[config.mk]
export PLATFORM = sky130hd
export DESIGN_NAME = sync_id_length_frame_receiver
export DESIGN_NICKNAME = d
export VERILOG_FILES = /design/src/rtl/sidfr_pkg.sv /design/src/rtl/sync_id_length_frame_receiver.sv /design/src/rtl/sidfr_step.sv
export SDC_FILE = /design/constraint.sdc
export NUM_CORES = 1
export LEC_CHECK = 0
export ABC_AREA = 1
export BUFFER_PORTS_ARGS = -buffer_cell sky130_fd_sc_hd__buf_2
export CELL_PAD_IN_SITES_DETAIL_PLACEMENT = 0
export CELL_PAD_IN_SITES_GLOBAL_PLACEMENT = 1
export CORE_MARGIN = 1.5
export CORE_UTILIZATION = 48
export DETAILED_ROUTE_END_ITERATION = 8
export PLACE_DENSITY = 0.87
export SLEW_MARGIN = 20
export SYNTH_ARGS = -nofsm -noshare
export SYNTH_HDL_FRONTEND = slang
export SYNTH_SLANG_ARGS = --single-unit
[constraint.sdc]
create_clock -name clk -period 9.7 [get_ports clk]
set_input_delay 0.485 -clock clk [delete_from_list [all_inputs] [get_ports clk]]
set_output_delay 0.485 -clock clk [all_outputs]
set_load 0.02 [all_outputs]
[src/rtl/sidfr_pkg.sv]
// sidfr_pkg: shared types and codes for the sync/id/length frame receiver
// used by sidfr_step and sync_id_length_frame_receiver; no dependencies
`default_nettype none

package sidfr_pkg;

  localparam int unsigned BYTE_W    = 8;
  localparam int unsigned LEN_W     = 16;
  localparam int unsigned STATUS_W  = 3;
  localparam int unsigned PHASE_W   = 3;
  localparam int unsigned CFG_IDX_W = 8;

  // frame phases
  localparam logic [PHASE_W-1:0] PH_SYNC1    = 3'd0;
  localparam logic [PHASE_W-1:0] PH_SYNC2    = 3'd1;
  localparam logic [PHASE_W-1:0] PH_SENDER   = 3'd2;
  localparam logic [PHASE_W-1:0] PH_RECEIVER = 3'd3;
  localparam logic [PHASE_W-1:0] PH_LEN_H    = 3'd4;
  localparam logic [PHASE_W-1:0] PH_LEN_L    = 3'd5;
  localparam logic [PHASE_W-1:0] PH_PAYLOAD  = 3'd6;
  localparam logic [PHASE_W-1:0] PH_CHECK    = 3'd7;

  // result status codes
  localparam logic [STATUS_W-1:0] ST_NONE          = 3'd0;
  localparam logic [STATUS_W-1:0] ST_PAYLOAD       = 3'd1;
  localparam logic [STATUS_W-1:0] ST_GOOD          = 3'd2;
  localparam logic [STATUS_W-1:0] ST_CHECK_ERR     = 3'd3;
  localparam logic [STATUS_W-1:0] ST_SYNC2_MISSING = 3'd4;
  localparam logic [STATUS_W-1:0] ST_SENDER_BAD    = 3'd5;
  localparam logic [STATUS_W-1:0] ST_RECEIVER_BAD  = 3'd6;

  // config register indexes
  localparam logic [CFG_IDX_W-1:0] CFG_OWN_ID     = 8'd0;
  localparam logic [CFG_IDX_W-1:0] CFG_PARTNER_ID = 8'd1;

  localparam logic [BYTE_W-1:0] SYNC_BYTE = 8'hFF;
  localparam logic [BYTE_W:0]   CHECK_MOD = 9'd255;

  typedef struct packed {
    logic [PHASE_W-1:0] phase;
    logic [BYTE_W-1:0]  running_sum;
    logic [LEN_W-1:0]   length;
    logic [LEN_W-1:0]   byte_counter;
  } state_t;

  typedef struct packed {
    logic [STATUS_W-1:0] status;
    logic [BYTE_W-1:0]   payload_byte;
    logic [LEN_W-1:0]    payload_index;
    logic [LEN_W-1:0]    frame_length;
  } result_t;

  typedef struct packed {
    logic [BYTE_W-1:0] own_id;
    logic [BYTE_W-1:0] partner_id;
  } ids_t;

endpackage

`default_nettype wire

[src/rtl/sync_id_length_frame_receiver.sv]
// sync_id_length_frame_receiver: top level, config registers, parser state,
// output register with skid stage; depends on sidfr_pkg and sidfr_step
//
//   channel | ports                                   | direction
//   in      | in_valid in_ready in_rx_byte            | received word in
//   out     | out_valid out_ready out_status          | one result word per input word
//           | out_payload_byte out_payload_index      |
//           | out_frame_length                        |
//   cfg     | cfg_valid cfg_ready cfg_index cfg_data  | id register writes
//
// one word per cycle while in_ready is high; each taken word's result is
// registered in the output register, or in the skid register while the
// output is held, after the single parser step; the skid stage holds one extra
// result, so in_ready drops only when both the output and skid registers are full; cfg_ready is always high
// rst_n clears the phase, sum, length, counter, ids and both valid flags
`default_nettype none

module sync_id_length_frame_receiver (
  input  wire                                clk,
  input  wire                                rst_n,
  input  wire                                in_valid,
  output logic                               in_ready,
  input  wire [sidfr_pkg::BYTE_W-1:0]        in_rx_byte,
  output logic                               out_valid,
  input  wire                                out_ready,
  output logic [sidfr_pkg::STATUS_W-1:0]     out_status,
  output logic [sidfr_pkg::BYTE_W-1:0]       out_payload_byte,
  output logic [sidfr_pkg::LEN_W-1:0]        out_payload_index,
  output logic [sidfr_pkg::LEN_W-1:0]        out_frame_length,
  input  wire                                cfg_valid,
  output logic                               cfg_ready,
  input  wire [sidfr_pkg::CFG_IDX_W-1:0]     cfg_index,
  input  wire [sidfr_pkg::BYTE_W-1:0]        cfg_data
);

  sidfr_pkg::ids_t    ids_r;
  sidfr_pkg::state_t  st_r;
  sidfr_pkg::state_t  st_nxt;
  sidfr_pkg::result_t res;
  sidfr_pkg::result_t out_res_r;
  sidfr_pkg::result_t skid_res_r;
  logic               out_valid_r;
  logic               skid_valid_r;
  logic               in_acc;
  logic               out_free;

  sidfr_step u_step (
    .st      (st_r),
    .ids     (ids_r),
    .rx_byte (in_rx_byte),
    .st_nxt  (st_nxt),
    .res     (res)
  );

  assign in_ready  = !skid_valid_r;
  assign cfg_ready = 1'b1;
  assign in_acc    = in_valid && in_ready;
  assign out_free  = !out_valid_r || out_ready;

  // control state
  always_ff @(posedge clk) begin
    if (!rst_n) begin
      ids_r.own_id       <= '0;
      ids_r.partner_id   <= '0;
      st_r.phase         <= sidfr_pkg::PH_SYNC1;
      st_r.running_sum   <= '0;
      st_r.length        <= '0;
      st_r.byte_counter  <= '0;
      out_valid_r        <= 1'b0;
      skid_valid_r       <= 1'b0;
    end else begin
      if (cfg_valid) begin
        unique case (cfg_index)
          sidfr_pkg::CFG_OWN_ID:     ids_r.own_id     <= cfg_data;
          sidfr_pkg::CFG_PARTNER_ID: ids_r.partner_id <= cfg_data;
          default: ;
        endcase
      end
      if (in_acc) begin
        st_r <= st_nxt;
      end
      if (out_free) begin
        if (skid_valid_r) begin
          out_valid_r  <= 1'b1;
          skid_valid_r <= 1'b0;
        end else begin
          out_valid_r <= in_acc;
        end
      end else if (in_acc) begin
        skid_valid_r <= 1'b1;
      end
    end
  end

  // result words
  always_ff @(posedge clk) begin
    if (out_free) begin
      if (skid_valid_r) begin
        out_res_r <= skid_res_r;
      end else if (in_acc) begin
        out_res_r <= res;
      end
    end else if (in_acc) begin
      skid_res_r <= res;
    end
  end

  assign out_valid         = out_valid_r;
  assign out_status        = out_res_r.status;
  assign out_payload_byte  = out_res_r.payload_byte;
  assign out_payload_index = out_res_r.payload_index;
  assign out_frame_length  = out_res_r.frame_length;

endmodule

`default_nettype wire

[src/rtl/sidfr_step.sv]
// sidfr_step: per-word frame parser step, next state and result from one byte
// depends on sidfr_pkg
`default_nettype none

module sidfr_step (
  input  wire sidfr_pkg::state_t              st,
  input  wire sidfr_pkg::ids_t                ids,
  input  wire [sidfr_pkg::BYTE_W-1:0]         rx_byte,
  output sidfr_pkg::state_t                   st_nxt,
  output sidfr_pkg::result_t                  res
);

  logic [sidfr_pkg::BYTE_W:0]    sum_wide;
  logic [sidfr_pkg::BYTE_W-1:0]  sum_mod;
  logic [sidfr_pkg::LEN_W-1:0]   cnt_inc;

  // running sum modulo 255, operands stay below twice the modulus
  assign sum_wide = {1'b0, st.running_sum} + {1'b0, rx_byte};
  assign sum_mod  = (sum_wide >= sidfr_pkg::CHECK_MOD)
                    ? sidfr_pkg::BYTE_W'(sum_wide - sidfr_pkg::CHECK_MOD)
                    : sum_wide[sidfr_pkg::BYTE_W-1:0];
  assign cnt_inc  = st.byte_counter + sidfr_pkg::LEN_W'(1);

  always_comb begin
    st_nxt            = st;
    res.status        = sidfr_pkg::ST_NONE;
    res.payload_byte  = '0;
    res.payload_index = '0;
    unique case (st.phase)
      sidfr_pkg::PH_SYNC1: begin
        if (rx_byte == sidfr_pkg::SYNC_BYTE) begin
          st_nxt.phase        = sidfr_pkg::PH_SYNC2;
          st_nxt.length       = '0;
          st_nxt.byte_counter = '0;
          // 0xff mod 255 is zero
          st_nxt.running_sum  = '0;
        end
      end
      sidfr_pkg::PH_SYNC2: begin
        if (rx_byte == sidfr_pkg::SYNC_BYTE) begin
          st_nxt.phase       = sidfr_pkg::PH_SENDER;
          st_nxt.running_sum = sum_mod;
        end else begin
          st_nxt.phase = sidfr_pkg::PH_SYNC1;
          res.status   = sidfr_pkg::ST_SYNC2_MISSING;
        end
      end
      sidfr_pkg::PH_SENDER: begin
        if (rx_byte == ids.partner_id) begin
          st_nxt.phase       = sidfr_pkg::PH_RECEIVER;
          st_nxt.running_sum = sum_mod;
        end else begin
          st_nxt.phase = sidfr_pkg::PH_SYNC1;
          res.status   = sidfr_pkg::ST_SENDER_BAD;
        end
      end
      sidfr_pkg::PH_RECEIVER: begin
        if (rx_byte == ids.own_id) begin
          st_nxt.phase       = sidfr_pkg::PH_LEN_H;
          st_nxt.running_sum = sum_mod;
        end else begin
          st_nxt.phase = sidfr_pkg::PH_SYNC1;
          res.status   = sidfr_pkg::ST_RECEIVER_BAD;
        end
      end
      sidfr_pkg::PH_LEN_H: begin
        st_nxt.running_sum = sum_mod;
        st_nxt.length      = st.length | {rx_byte, sidfr_pkg::BYTE_W'(0)};
        st_nxt.phase       = sidfr_pkg::PH_LEN_L;
      end
      sidfr_pkg::PH_LEN_L: begin
        st_nxt.running_sum = sum_mod;
        st_nxt.length      = st.length | {sidfr_pkg::BYTE_W'(0), rx_byte};
        st_nxt.phase       = sidfr_pkg::PH_PAYLOAD;
      end
      sidfr_pkg::PH_PAYLOAD: begin
        st_nxt.running_sum  = sum_mod;
        res.status          = sidfr_pkg::ST_PAYLOAD;
        res.payload_byte    = rx_byte;
        res.payload_index   = st.byte_counter;
        st_nxt.byte_counter = cnt_inc;
        // zero length still takes one payload word
        if (cnt_inc >= st.length) begin
          st_nxt.phase = sidfr_pkg::PH_CHECK;
        end
      end
      default: begin
        if (rx_byte == st.running_sum) begin
          res.status         = sidfr_pkg::ST_GOOD;
          st_nxt.running_sum = '0;
        end else begin
          res.status = sidfr_pkg::ST_CHECK_ERR;
        end
        st_nxt.phase = sidfr_pkg::PH_SYNC1;
      end
    endcase
    res.frame_length = st_nxt.length;
  end

endmodule

`default_nettype wire
## Yosys cells after proc, flatten, opt, wreduce, memory -nomap -nowiden

Index checks and enable logic that the tools add are counted.

- $add $sub $neg: 3
- $mul: 0
- Div/mod/pow operators: 0
- Order comparisons: 2
- Equality and inequality tests: 16
- Shifts and indexed selects: 0
- Multiplexer cells: 22
- Bitwise gates (word level): 4
- Reduce and logical (&&, ||, !) cells: 18

Operators with widths:

| cell | number |
|---|---|
| 2-to-1 mux 43 bit | 3 |
| case mux 11 bit (7 select lines) | 1 |
| case mux 16 bit (3 select lines) | 1 |
| 2-to-1 mux 8 bit | 5 |
| case mux 16 bit (2 select lines) | 1 |
| equality test 8 bit | 3 |
| 2-to-1 mux 24 bit | 1 |
| adder 16 x 1 -> 16 bit, second input constant | 1 |
| >= comparator 16 bit | 1 |
| bitwise OR 16 bit | 1 |
| bitwise OR 16 x 8 -> 16 bit | 1 |
| 2-to-1 mux 3 bit | 5 |
| case mux 3 bit (5 select lines) | 1 |
| != test 2 x 1 -> 1 bit, second input constant | 5 |
| adder 8 x 8 -> 9 bit | 1 |
| equality test 3 bit, second input constant | 3 |
| >= comparator 9 x 8 -> 1 bit, second input constant | 1 |
| equality test 8 x 1 -> 1 bit, second input constant | 1 |
| equality test 8 bit, second input constant | 1 |
| logical NOT 8 bit | 1 |
| AND reduction 2 bit | 4 |
| nonzero test 8 bit | 1 |
| subtractor 8 bit, second input constant | 1 |
| equality test 3 x 2 -> 1 bit, second input constant | 2 |
| 13 further kinds | 19 |

- Bits in registers: 147
- Latch bits: 0
- Bits in writable memories: 0
- Bits in read-only memories: 0
- Input bits: 29
- Memories: 0

## Logic depth before layout (Yosys ltp)

- Depth in word-level cells: 5
- Gate-level depth with buffers: 18
- Depth with buffers taken out: 18

## By module

A second synthesis with hierarchy kept.

- Cell total of the unflattened synthesis: 978
- Area, all modules: 7,850.0 µm²

Modules (own cells, without submodules):

| module | times used | cells an instance | area an instance (µm²) | seq. area each (µm²) |
|---|---|---|---|---|
| sync_id_length_frame_receiver | 1 | 530 | 5,431.5 | 3,803.6 |
| sidfr_step | 1 | 448 | 2,418.6 | 0.0 |

## Least setup slack after synthesis

OpenSTA, ideal clock, no wires.

- Path type: input to register
- Start: input port in_valid
- End: register skid_res_r[0] (netlist name), enable pin
- Setup time: 0.444 ns
- Arrival: 2.752 ns
- Slack: 6.504 ns
- Stages on the path: 5
- Path through: inv_1 -> nor2_1 -> inv_1 -> clkbuf_1 -> nor2_1

- Longest elaborated chain between the ends: 2

RTL lines:

| item | line | source |
|---|---|---|
| start: declaration | sync_id_length_frame_receiver.sv:21 | `input wire in_valid,` |
| logical AND 1 bit | sync_id_length_frame_receiver.sv:57 | `assign in_acc = in_valid && in_ready;` |
| AND reduction 2 bit (no line) | n/a |  |
| end signal: assignment | sync_id_length_frame_receiver.sv:104 | `skid_res_r <= res;` |
| end: declaration | sync_id_length_frame_receiver.sv:41 | `sidfr_pkg::result_t skid_res_r;` |

Every way passes these cells.
A chain may end at the register's enable or synchronous reset.

## Final worst setup path

- Start: register st_r[0] (netlist name)
- End: register st_r[42] (netlist name)

- Longest elaborated chain between the ends: 4

RTL lines:

| item | line | source |
|---|---|---|
| start: declaration | sync_id_length_frame_receiver.sv:37 | `sidfr_pkg::state_t st_r;` |
| start signal: assignment | sync_id_length_frame_receiver.sv:80 | `st_r <= st_nxt;` |
| adder 16 x 1 -> 16 bit | sidfr_step.sv:22 | `assign cnt_inc = st.byte_counter + sidfr_pkg::LEN_W'(1);` |
| >= comparator 16 bit | sidfr_step.sv:83 | `if (cnt_inc >= st.length) begin` |
| != test 2 x 1 -> 1 bit (no line) | n/a |  |
| AND reduction 3 bit (no line) | n/a |  |

Every way passes these cells.

==> flow_metrics.tcl <==
set metrics [dict create \
    insertion_delay_ps 430 \
    drt_pre_antenna_iters 5 \
    clock_sinks 147 \
    yosys.area.top_type "edfxtp_1" \
    finalMaxSlewViolations 0 \
    cp.required_ps 9960 \
    htreeDepth 4 \
    holdWs_ps 313 \
    startpoint_type "flop" \
    post_cts_buffers 0 \
    multi_input_area_sq_um 3060 \
    num_io_pins 75 \
    period_share 0.322 \
    grt_pass1_wl_mm 26.5 \
    critPathMaxFanout 6 \
    relSlewSlack 0.267 \
    cp_slowest_stage_delay_ps 450 \
    portBuffers 73 \
    synth_top_family_by_area "simple AND/OR/NAND/NOR gates" \
    dp_hpwl_mm 11.1 \
    finalClockSkew_ps 8.91 \
    min_path_type "input port to flop" \
    grt_overflow_total 0 \
    root_buffer "clkbuf_16" \
    fin_crit_ps 3120 \
    synth_common_cells "235 x nand2_1, 106 x inv_1, 86 x edfxtp_1" \
    synth.area.top_cells "edfxtp_1 35%, dfxtp_1 17%, nand2_1 12%, inv_1 5.4%, ha_1 4.4%" \
    critPathKind "flop to flop" \
    max_cap_violations 0 \
    yosys.area.top_type_share 0.349 \
    tns_ps 0 \
    max-vdd-ir-drop_mv 0.114 \
    drive_gt1_frac 0.163 \
    drt.antenna.violating_nets 0 \
    synth_adder_area_share 0.0467 \
    ys.flop_type "edfxtp_1" \
    clockBufferDepth 2 \
    synth-simple-area-share 0.238 \
    muxShareOfSynthArea 0 \
    yosysMostFrequentCell "nand2_1" \
    synth_edf_count 86 \
    ctsResizeCount 0 \
    gp_congestion 0.826 \
    fmax_ghz 0.321 \
    area_growth_syn_to_layout_pct 15.8 \
    synthCells 857 \
    setup_viol 0 \
    synth-compound-area-share 0.0946 \
    viasPerCell 5.05 \
    grt_max_degree 60 \
    syn_avg_cell_area_sq_um 8.63 \
    diodes 0 \
    async_flop_share 0 \
    worst_path_max_delay_cell "o21ai_0" \
    powerDensity_nw_per_um2 176 \
    worstMarginPinSlew_ps 1100 \
    cp-end-kind "flop" \
    cp_top_family "simple AND/OR/NAND/NOR gates" \
    n_fill_cell 1352 \
    cp.arrival_ps 3380 \
    worst-path-buf-inv 1 \
    via_count 5693 \
    final_nets 983 \
    syn_area_sq_um 7400 \
    grt_pass1_vias 5363 \
    clkTransAtPathRegs_ps 60 \
    synth_warnings 0 \
    synth_xor_area_frac 0.0320 \
    first_iter_violations 358 \
    die_x_microns 127 \
    numCtsBuffers 17 \
    wire_per_inst_microns 14.1 \
    initial_core_util 0.488 \
    cts_tree "done" \
    drt_drc_violations_left 0 \
    ctsHoldBuffers 0 \
    wl_mm 15.9 \
    outcome "finished clean" \
    finalHoldViolations 0 \
    total_power_mw 1.51 \
    critical_path.cell_chain "inv_1, nor3_4, nand4_2, nor2_1, nand2_1, nor2_2, nand4_1, and2_1, ha_1, a21oi_1, o21ai_0, nor2_1, nand3_1, o21ai_0, nor2_1, nand2_1, a21oi_1" \
    dp_cells 1095 \
    num_rows 45 \
    synth_seq_cells 147 \
    grt.total_usage 0.211 \
    synth_cell_type_count 46 \
    regArea_sq_um 3800 \
    die_height_microns 127 \
    syn_nets 913 \
    rsz0062_at_grt "false" \
    antenna_found_initial 0 \
    ys_seq_area_frac 0.514 \
    crit_top_cell "nor2_1" \
    core_sq_um 15100 \
    dieArea_sq_um 16200 \
    p_leak_nw 3.78 \
    finalNonFillerCells 1128 \
]
==> state kept, by name, indices dropped and copies added, names as in the netlist <==
name / count
ids_r: 16
out_frame_length: 16
out_status: 3
out_payload_index: 16
st_r: 43
skid_res_r: 43
out_valid: 1
skid_valid_r: 1
out_payload_byte: 8
==> cell families after synthesis <==
| group | after synthesis |
|---|---|
| compound gates | 123 |
| other cells | 1 |
| flops | 147 |
| simple gates | 390 |
| fa+ha+maj | 27 |
| buf+inv | 142 |
| xor+xnor | 27 |
==> worst register-to-register path, cell delays in order, from the launching register on <==
cell and delay [ps]:
dfxtp_1 380, inv_1 110, nor3_4 250, nand4_2 140, nor2_1 160, nand2_1 110, nor2_2 130, nand4_1 80
and2_1 190, ha_1 310, a21oi_1 140, o21ai_0 90, nor2_1 110, nand3_1 100, o21ai_0 450, nor2_1 80
nand2_1 70, a21oi_1 60
==> per-layer routing <==
layer / global-route usage / wire length, microns
met1: 0.276 / 7340
met2: 0.345 / 7540
met3: 0.0498 / 695
met4: 0.0702 / 321
met5: 0 / 0
==> metrics by stage <==
step | area [sq um] | util | worst slack (ps)
floorplan | 7400 | - | 6500
global placement | 7920 | 0.523 | 6680
detailed placement | 7920 | 0.523 | 6600
CTS | 8540 | 0.564 | 6580
global route | 8560 | 0.565 | 6170
finish | 8560 | 0.565 | 6580
==> power breakdown <==
group / leakage, nW / internal, mW / switching, mW / total, mW
combinational: 2.17 / 0.0403 / 0.0919 / 0.132
sequential: 1.32 / 0.685 / 0.00643 / 0.692
clock: 0.288 / 0.426 / 0.258 / 0.683
total: 3.78 / 1.15 / 0.356 / 1.51
==> final timing paths <==
kind	cells past startpoint	startpoint	slack, ps	endpoint
worst max register to register	17	st_r[0]	6580	st_r[42]
worst min-delay path	3	cfg_data[2]	310	ids_r[10]
worst max-delay path	17	st_r[0]	6580	st_r[42]
worst min register to register	2	st_r[13]	490	st_r[13]
==> cell type report <==
| class | instances | share of cell area |
|---|---|---|
| Clock buffer | 21 | 0.0549 |
| Clock inverter | 11 | 0.0175 |
| Inverter | 115 | 0.0504 |
| Multi-Input combinational cell | 568 | 0.357 |
| Sequential cell | 147 | 0.444 |
| Tap cell | 188 | 0.0275 |
| Timing Repair Buffer | 78 | 0.0485 |
==> placed cells by master, fill, tap and decap left out, drive strengths merged <==
| master | n |
|---|---|
| a211oi | 16 |
| a21boi | 1 |
| a21o | 1 |
| a21oi | 55 |
| a31oi | 1 |
| and2 | 2 |
| buf | 78 |
| bufinv | 3 |
| clkbuf | 21 |
| clkinv | 2 |
| clkinvlp | 5 |
| conb | 1 |
| dfxtp | 61 |
| edfxtp | 86 |
| fa | 1 |
| ha | 26 |
| inv | 116 |
| nand2 | 244 |
| nand3 | 39 |
| nand3b | 2 |
| nand4 | 7 |
| nor2 | 82 |
| nor3 | 7 |
| nor4 | 4 |
| nor4b | 1 |
| o21ai | 32 |
| o21bai | 1 |
| o22ai | 16 |
| or2 | 2 |
| xnor2 | 16 |
| xor2 | 11 |
Power figures use the tool's default switching activity.
